--- src/rtl/core/bia_pkg.sv ---
// Shared types and constants for the bitmap ID allocator.
// Holds the operation codes, the result record and the fixed field widths.
// No dependencies.
`timescale 1ns / 1ps

package bia_pkg;

   // Width of an identifier as carried on the item channels.
   localparam int ID_W = 15;

   // Width of the operation selector.
   localparam int MODE_W = 2;

   // Operation codes; the fourth code has no meaning and is rejected.
   typedef enum logic [MODE_W-1:0] {
      MODE_ALLOC = 2'd0,
      MODE_MARK  = 2'd1,
      MODE_FREE  = 2'd2
   } mode_type;

   // One result item as handed from the sequencer to the output register.
   typedef struct packed {
      logic [ID_W-1:0] granted_ident;
      logic            success;
   } result_type;

endpackage

--- src/rtl/core/bia_ctrl.sv ---
// Sequencer of the bitmap ID allocator: clearing pass, allocate scan,
// mark and free read-modify-write and the word index split.
// Depends on bia_pkg; drives the ports of one bia_ram instance.
`timescale 1ns / 1ps

module bia_ctrl #(
   parameter int NUM_WORDS = 1024,
   parameter int WORD_BITS = 32
) (
   input  logic                         clock,
   input  logic                         reset,
   // Input item handshake
   input  logic                         in_valid,
   output logic                         in_ready,
   input  logic [bia_pkg::MODE_W-1:0]   in_mode,
   input  logic [bia_pkg::ID_W-1:0]     in_ident,
   // Result towards the output register
   output logic                         res_valid,
   input  logic                         res_ready,
   output bia_pkg::result_type          res,
   // Bitmap memory
   output logic                         mem_wr_en,
   output logic [$clog2(NUM_WORDS)-1:0] mem_wr_addr,
   output logic [WORD_BITS-1:0]         mem_wr_data,
   output logic                         mem_rd_en,
   output logic [$clog2(NUM_WORDS)-1:0] mem_rd_addr,
   input  logic [WORD_BITS-1:0]         mem_rd_data
);

   import bia_pkg::*;

   localparam int ADDR_W  = $clog2(NUM_WORDS);
   localparam int BIT_W   = $clog2(WORD_BITS);
   localparam int DIV_SH  = ID_W + BIT_W;
   localparam int RECIP_W = ID_W + 2;
   localparam int PROD_W  = ID_W + RECIP_W;
   localparam logic [ADDR_W-1:0]  LAST_WORD = ADDR_W'(NUM_WORDS - 1);
   localparam logic [ADDR_W:0]    WORDS_EXT = (ADDR_W + 1)'(NUM_WORDS);
   localparam logic [31:0]        ID_LIMIT  = 32'(NUM_WORDS * WORD_BITS);
   localparam logic [RECIP_W-1:0] RECIP     =
      RECIP_W'(((1 << DIV_SH) + WORD_BITS - 1) / WORD_BITS);

   typedef enum logic [3:0] {
      S_CLEAR,
      S_IDLE,
      S_RD0,
      S_WR0,
      S_RDR,
      S_CHKR,
      S_SCAN,
      S_DIV,
      S_MRD,
      S_MWR,
      S_DONE
   } state_type;

   state_type        state_ff, state_in;
   logic [ADDR_W-1:0] clr_addr_ff, clr_addr_in;
   logic [ADDR_W-1:0] rover_ff, rover_in;
   logic [ADDR_W-1:0] chk_addr_ff, chk_addr_in;
   logic [ADDR_W-1:0] scan_addr_ff, scan_addr_in;
   logic              pend_ff, pend_in;
   logic              is_mark_ff, is_mark_in;
   logic [ID_W-1:0]   dvd_ff, dvd_in;
   logic [BIT_W-1:0]  rem_ff, rem_in;
   result_type        res_ff, res_in;

   // Lowest free bit of the word just read, and the ID it stands for.
   logic [WORD_BITS-1:0] free_onehot;
   logic                 word_full;
   logic [BIT_W-1:0]     free_bit;
   logic [31:0]          grant_sum;

   always_comb begin
      free_onehot = ~mem_rd_data & (mem_rd_data + WORD_BITS'(1));
      word_full   = &mem_rd_data;
      free_bit    = '0;
      for (int b = 0; b < WORD_BITS; b++) begin
         if (free_onehot[b]) begin
            free_bit = free_bit | BIT_W'(b);
         end
      end
      grant_sum = 32'(chk_addr_ff) * 32'(WORD_BITS) + 32'(free_bit);
   end

   // Word index and bit of the ident, by multiplication with the reciprocal
   // of the word width; the bit is what is left after taking the word back off.
   logic [PROD_W-1:0] div_prod;
   logic [ID_W-1:0]   div_quot;
   logic [ID_W-1:0]   div_back;
   logic [BIT_W-1:0]  div_rem;

   always_comb begin
      div_prod = PROD_W'(dvd_ff) * PROD_W'(RECIP);
      div_quot = ID_W'(div_prod >> DIV_SH);
      div_back = ID_W'(32'(div_quot) * 32'(WORD_BITS));
      div_rem  = BIT_W'(dvd_ff - div_back);
   end

   // Range test for mark and free.
   logic ident_ok;
   assign ident_ok = (in_ident != '0) && ({17'b0, in_ident} < ID_LIMIT);

   // Bit mask of the ident within its word.
   logic [WORD_BITS-1:0] ident_mask;
   assign ident_mask = WORD_BITS'(1) << rem_ff;

   // Next state and memory control.
   always_comb begin
      state_in     = state_ff;
      clr_addr_in  = clr_addr_ff;
      rover_in     = rover_ff;
      chk_addr_in  = chk_addr_ff;
      scan_addr_in = scan_addr_ff;
      pend_in      = pend_ff;
      is_mark_in   = is_mark_ff;
      dvd_in       = dvd_ff;
      rem_in       = rem_ff;
      res_in       = res_ff;
      mem_wr_en    = 1'b0;
      mem_wr_addr  = '0;
      mem_wr_data  = '0;
      mem_rd_en    = 1'b0;
      mem_rd_addr  = '0;

      unique case (state_ff)
         S_CLEAR: begin
            mem_wr_en   = 1'b1;
            mem_wr_addr = clr_addr_ff;
            clr_addr_in = clr_addr_ff + ADDR_W'(1);
            if (clr_addr_ff == LAST_WORD) begin
               state_in = S_IDLE;
            end
         end
         S_IDLE: begin
            if (in_valid) begin
               res_in.granted_ident = '0;
               res_in.success       = 1'b1;
               is_mark_in           = (in_mode == MODE_MARK);
               dvd_in               = in_ident;
               rem_in               = '0;
               case (in_mode)
                  MODE_ALLOC: begin
                     state_in = S_RD0;
                  end
                  MODE_MARK, MODE_FREE: begin
                     state_in = ident_ok ? S_DIV : S_DONE;
                  end
                  default: begin
                     res_in.success = 1'b0;
                     state_in       = S_DONE;
                  end
               endcase
            end
         end
         S_RD0: begin
            mem_rd_en   = 1'b1;
            mem_rd_addr = '0;
            state_in    = S_WR0;
         end
         S_WR0: begin
            // ID zero is always held as used.
            mem_wr_en   = 1'b1;
            mem_wr_addr = '0;
            mem_wr_data = mem_rd_data | WORD_BITS'(1);
            state_in    = S_RDR;
         end
         S_RDR: begin
            mem_rd_en   = 1'b1;
            mem_rd_addr = rover_ff;
            chk_addr_in = rover_ff;
            state_in    = S_CHKR;
         end
         S_CHKR: begin
            if (({1'b0, rover_ff} < WORDS_EXT) && !word_full) begin
               mem_wr_en            = 1'b1;
               mem_wr_addr          = chk_addr_ff;
               mem_wr_data          = mem_rd_data | free_onehot;
               res_in.granted_ident = grant_sum[ID_W-1:0];
               state_in             = S_DONE;
            end else begin
               scan_addr_in = '0;
               pend_in      = 1'b0;
               state_in     = S_SCAN;
            end
         end
         S_SCAN: begin
            // One read issued per cycle; the word read last cycle is checked.
            if (pend_ff && !word_full) begin
               mem_wr_en            = 1'b1;
               mem_wr_addr          = chk_addr_ff;
               mem_wr_data          = mem_rd_data | free_onehot;
               res_in.granted_ident = grant_sum[ID_W-1:0];
               rover_in             = chk_addr_ff;
               state_in             = S_DONE;
            end else if (pend_ff && (chk_addr_ff == LAST_WORD)) begin
               res_in.success = 1'b0;
               state_in       = S_DONE;
            end else begin
               mem_rd_en    = 1'b1;
               mem_rd_addr  = scan_addr_ff;
               chk_addr_in  = scan_addr_ff;
               pend_in      = 1'b1;
               scan_addr_in = scan_addr_ff + ADDR_W'(1);
            end
         end
         S_DIV: begin
            dvd_in   = div_quot;
            rem_in   = div_rem;
            state_in = S_MRD;
         end
         S_MRD: begin
            mem_rd_en   = 1'b1;
            mem_rd_addr = dvd_ff[ADDR_W-1:0];
            state_in    = S_MWR;
         end
         S_MWR: begin
            mem_wr_en   = 1'b1;
            mem_wr_addr = dvd_ff[ADDR_W-1:0];
            mem_wr_data = is_mark_ff ? (mem_rd_data | ident_mask)
                                     : (mem_rd_data & ~ident_mask);
            state_in    = S_DONE;
         end
         S_DONE: begin
            if (res_ready) begin
               state_in = S_IDLE;
            end
         end
         default: begin
            state_in = S_IDLE;
         end
      endcase
   end

   // State and registered values.
   always_ff @(posedge clock) begin
      if (reset) begin
         state_ff    <= S_CLEAR;
         clr_addr_ff <= '0;
         rover_ff    <= '0;
         pend_ff     <= 1'b0;
      end else begin
         state_ff    <= state_in;
         clr_addr_ff <= clr_addr_in;
         rover_ff    <= rover_in;
         pend_ff     <= pend_in;
      end
      chk_addr_ff  <= chk_addr_in;
      scan_addr_ff <= scan_addr_in;
      is_mark_ff   <= is_mark_in;
      dvd_ff       <= dvd_in;
      rem_ff       <= rem_in;
      res_ff       <= res_in;
   end

   assign in_ready  = (state_ff == S_IDLE);
   assign res_valid = (state_ff == S_DONE);
   assign res       = res_ff;

endmodule

--- config.mk ---
export PLATFORM = sky130hd
export DESIGN_NAME = bia_ctrl
export DESIGN_NICKNAME = d
export VERILOG_FILES = /design/src/rtl/core/bia_pkg.sv /design/src/rtl/core/bia_ctrl.sv
export SDC_FILE = /design/constraint.sdc
export NUM_CORES = 1
export LEC_CHECK = 0
export ABC_AREA = 1
export ABC_CLOCK_PERIOD_IN_PS = 3900
export BUFFER_PORTS_ARGS = -buffer_cell sky130_fd_sc_hd__buf_2
export CORE_UTILIZATION = 50
export CTS_BUF_LIST = sky130_fd_sc_hd__clkbuf_2
export CTS_CLUSTER_SIZE = 14
export DETAILED_ROUTE_END_ITERATION = 10
export PLACE_DENSITY = 0.71
export SETUP_SLACK_MARGIN = 0.5
export SLEW_MARGIN = 20
export SYNTH_ARGS = -nofsm -noshare
export SYNTH_HDL_FRONTEND = slang
export SYNTH_SLANG_ARGS = --single-unit
--- constraint.sdc ---
create_clock -name clock -period 3.9 [get_ports clock]
set_input_delay 0.585 -clock clock [delete_from_list [all_inputs] [get_ports clock]]
set_output_delay 0.585 -clock clock [all_outputs]
set_load 0.02 [all_outputs]
==> run_results.csv <==
group,metric,value,unit
clock_tree,cts_tree,"yes",
worst_hold_path,hp-class,"in2reg",
logic_synthesis,synth_nets,983,
die,initial_core_util,51.6,%
routing,drt_first_pass_iters,5,
logic_synthesis,yosysTopAreaCell,"edfxtp_1",
logic_synthesis,synth-xor-area-share,0,%
logic_synthesis,synth-compound-area-share,20.9,%
routing,drc,0,
logic_synthesis,ys_seq_area_share,35.6,%
job,max-cap-violations,0,
clock_tree,cts_buffers,9,
place,dp.final_hpwl,15600,um
sta,timing.hold.ws,0.270,ns
sta,fin_tns_setup,0,ns
routing,ant_nets,0,
die,dieArea,12900,um2
routing,post_drt_via_cell_ratio,5.65,
status,status,"finished clean",
sta,final.period_utilization,84.0,%
grt,grt_antenna_before_repair,0,
critical_path,worstSetupStartpointType,"register",
logic_synthesis,synth_ff_type,"edfxtp_1",
worst_hold_path,worstHoldPathCells,2,
grt,grt_pass1_vias,6101,
logic_synthesis,synthAdderAreaFrac,1.01,%
die,die_x,114,um
worst_hold_path,holdCritStartpoint,"reset",
routing,first_iter_violations,683,
logic_synthesis,synthArstFlopShare,0,%
critical_path,arrival,2.69,ns
sta,setup-violations-final,0,
sta,rsz0062_at_grt,"false",
sta,finalCriticalPeriod,3.28,ns
clock_tree,clkSlewWorstSetupHoldPaths,0.21,ns
critical_path,cp-end-kind,"primary output",
clock_tree,insertion_delay,0.60,ns
logic_synthesis,synthSimpleGateAreaFrac,31.2,%
routing,wl_per_cell,16.7,um
critical_path,path_max_fanout,9,
clock_tree,cts-root-buf,"clkbuf_2",
sta,fmax,0.305,GHz
cells_and_area,drive_gt1_share,17.4,%
critical_path,rr_worst_depth,10,
logic_synthesis,synthTopCellsByArea,"edfxtp_1 28%, nand2_1 11%, inv_1 8.6%",
routing,drt-total-wl,20300,um
grt,grtUsageTotal,32.1,%
die,ios,125,
sta,hold_viol,0,
logic_synthesis,synth_top_family_by_area,"simple AND/OR/NAND/NOR gates",
power_and_ir_drop,leakagePower,0.00323,uW
critical_path,rr_endpoint,"res[11]",
sta,max_slew.worst_pin.slew,1.03,ns
logic_synthesis,avgSynthCellArea,6.73,um2
logic_synthesis,synth_top_area_share,27.5,%
grt,grt_max_degree,42,
worst_hold_path,min_to,"pend_ff",
critical_path,path_class,"reg2out",
clock_tree,clk_path_buf_depth,2,
place,gp_congestion,1.00,
sta,relSlewSlack,30.7,%
clock_tree,cts_num_sinks,82,
cells_and_area,syn_to_final_growth,14.6,%
logic_synthesis,synth-seq-cells,82,
cells_and_area,fillers,1173,
grt,grt_pass1_wl,31600,um
logic_synthesis,muxShareOfSynthArea,0,%
die,core_area,12100,um2
power_and_ir_drop,cellPowerDensity,382,nW/um2
critical_path,required,3.31,ns
logic_synthesis,synth_area,6220,um2
die,die_h,114,um
power_and_ir_drop,peakVddDrop,0.000320,V
routing,vias,6876,
critical_path,r2r-start,"state_ff[1]",
place,port_buffers,124,
logic_synthesis,yosys.cell_types.count,42,
logic_synthesis,synth_edf_count,57,
logic_synthesis,postSynthCellCount,925,
clock_tree,holdBufCountCts,0,
grt,grt_overflow,0,
sta,report.final.slew_viol_count,0,
cells_and_area,diodes,0,
sta,clock-skew-final,0.0578,ns
clock_tree,h-tree-depth,3,
critical_path,r2r_setup_slack,1.15,ns
logic_synthesis,yosys_warnings,0,
die,rows,40,
cells_and_area,nNetsFinal,1103,
synth_stat cells (4+ instances only):
master    number
o21ai_0       96
nand3b_1       7
nand2_1      178
a31oi_1        4
nor4_1         4
clkbuf_1      20
dfxtp_1       25
buf_6          4
o211ai_2       4
nand2_2        5
clkinv_1       4
o22ai_1        4
nor3_1        28
nand3_1       65
a21oi_1       58
nand4_1       14
nor2_2         5
nor2_4         4
inv_1        142
edfxtp_1      57
ha_1           5
o221ai_1       7
o211ai_1      36
nor2_1       123
cell type report:
cell class                      count  area [um2]  share of cell area (%)
Clock inverter                      6        32.5                   0.456
Timing Repair Buffer              138         726                    10.2
Timing Repair inverter              1        7.51                   0.105
Inverter                          147         563                    7.89
Clock buffer                       10        50.0                   0.702
Sequential cell                    82        2210                    31.0
Multi-Input combinational cell    666        3330                    46.7
Tap cell                          168         210                    2.95
routing by layer:
metal	share of wire [%]	global-route usage [%]	vias up
met4	4.2	14.8	0
met3	8.0	4.89	66
met5	0	0	-
met1	42	42.5	3069
li1	-	-	3361
met2	45	51.6	380
state kept, by name, summed over array words and instances, names as in the netlist:
name	count
scan_addr_ff	10
dvd_ff	15
chk_addr_ff	10
rem_ff	5
state_ff	4
rover_ff	10
clr_addr_ff	10
res	16
pend_ff	1
is_mark_ff	1
through the flow:
step / std cells / setup slack, ns / util, % / cell area [um2] / total power [uW]
after global placement: 1194 / 0.598 / 57.7 / 6960 / 2320
final: 1218 / 0.624 / 59.1 / 7130 / 2730
after detailed placement: 1194 / 0.557 / 57.7 / 6960 / 2320
after global routing: 1218 / 0.504 / 59.1 / 7130 / 2890
after floorplan: 925 / 1.12 / - / 6220 / 1940
after CTS: 1214 / 0.501 / 58.7 / 7080 / 2710
power breakdown:
| part | total [uW] | switching [uW] | leakage (uW) | internal [uW] |
|---|---|---|---|---|
| registers | 1190 | 92.0 | 0.000738 | 1100 |
| clock network | 385 | 304 | 0.0000548 | 81.2 |
| logic | 1150 | 820 | 0.00243 | 332 |
what timing repair did:
action,CTS,global route
gates resized for setup,4,4
cloned,1,0
endpoints found under the setup margin,17,21
setup buffers,3,4
cells by family after synthesis:
kind of cell | count (synthesis)
flops | 82
simple gates | 441
buf+inv | 177
compound gates | 220
fa+ha+maj | 5
placed cells by master (no fill, tap or decap), drive strengths merged:
| master | instances |
|---|---|
| nand4 | 15 |
| and3 | 1 |
| and2 | 3 |
| nor2 | 132 |
| nor3 | 28 |
| inv | 142 |
| nand3 | 67 |
| a211oi | 1 |
| o21ai | 96 |
| a21oi | 59 |
| nor4 | 4 |
| clkinvlp | 5 |
| buf | 138 |
| ha | 5 |
| o21bai | 4 |
| nor3b | 1 |
| clkinv | 7 |
| dfxtp | 25 |
| o311ai | 2 |
| nand3b | 7 |
| clkbuf | 10 |
| a31oi | 4 |
| o211ai | 40 |
| o22ai | 4 |
| a221oi | 1 |
| nand2 | 183 |
| a22oi | 1 |
| edfxtp | 57 |
| o221ai | 7 |
| o31ai | 1 |
worst max-delay path, stage by stage (launching register included):
cell	delay, ns
edfxtp_1	0.56
nor3_1	0.68
nand3_1	0.27
a21oi_1	0.19
o21ai_0	0.11
o211ai_1	0.14
buf_2	0.19
worst max-delay path by stage:
stage	startpoint	endpoint	slack [ns]
floorplan	mem_rd_data[2]	res[10]	1.12
global placement	mem_rd_data[1]	mem_wr_addr[9]	0.60
detailed placement	mem_rd_data[1]	mem_wr_addr[8]	0.56
CTS	rem_ff[4]	mem_wr_data[21]	0.50
global route	state_ff[3]	mem_wr_addr[4]	0.50
finish	rem_ff[2]	mem_wr_data[26]	0.62
No activity file was read; power rests on OpenSTA's default activity.
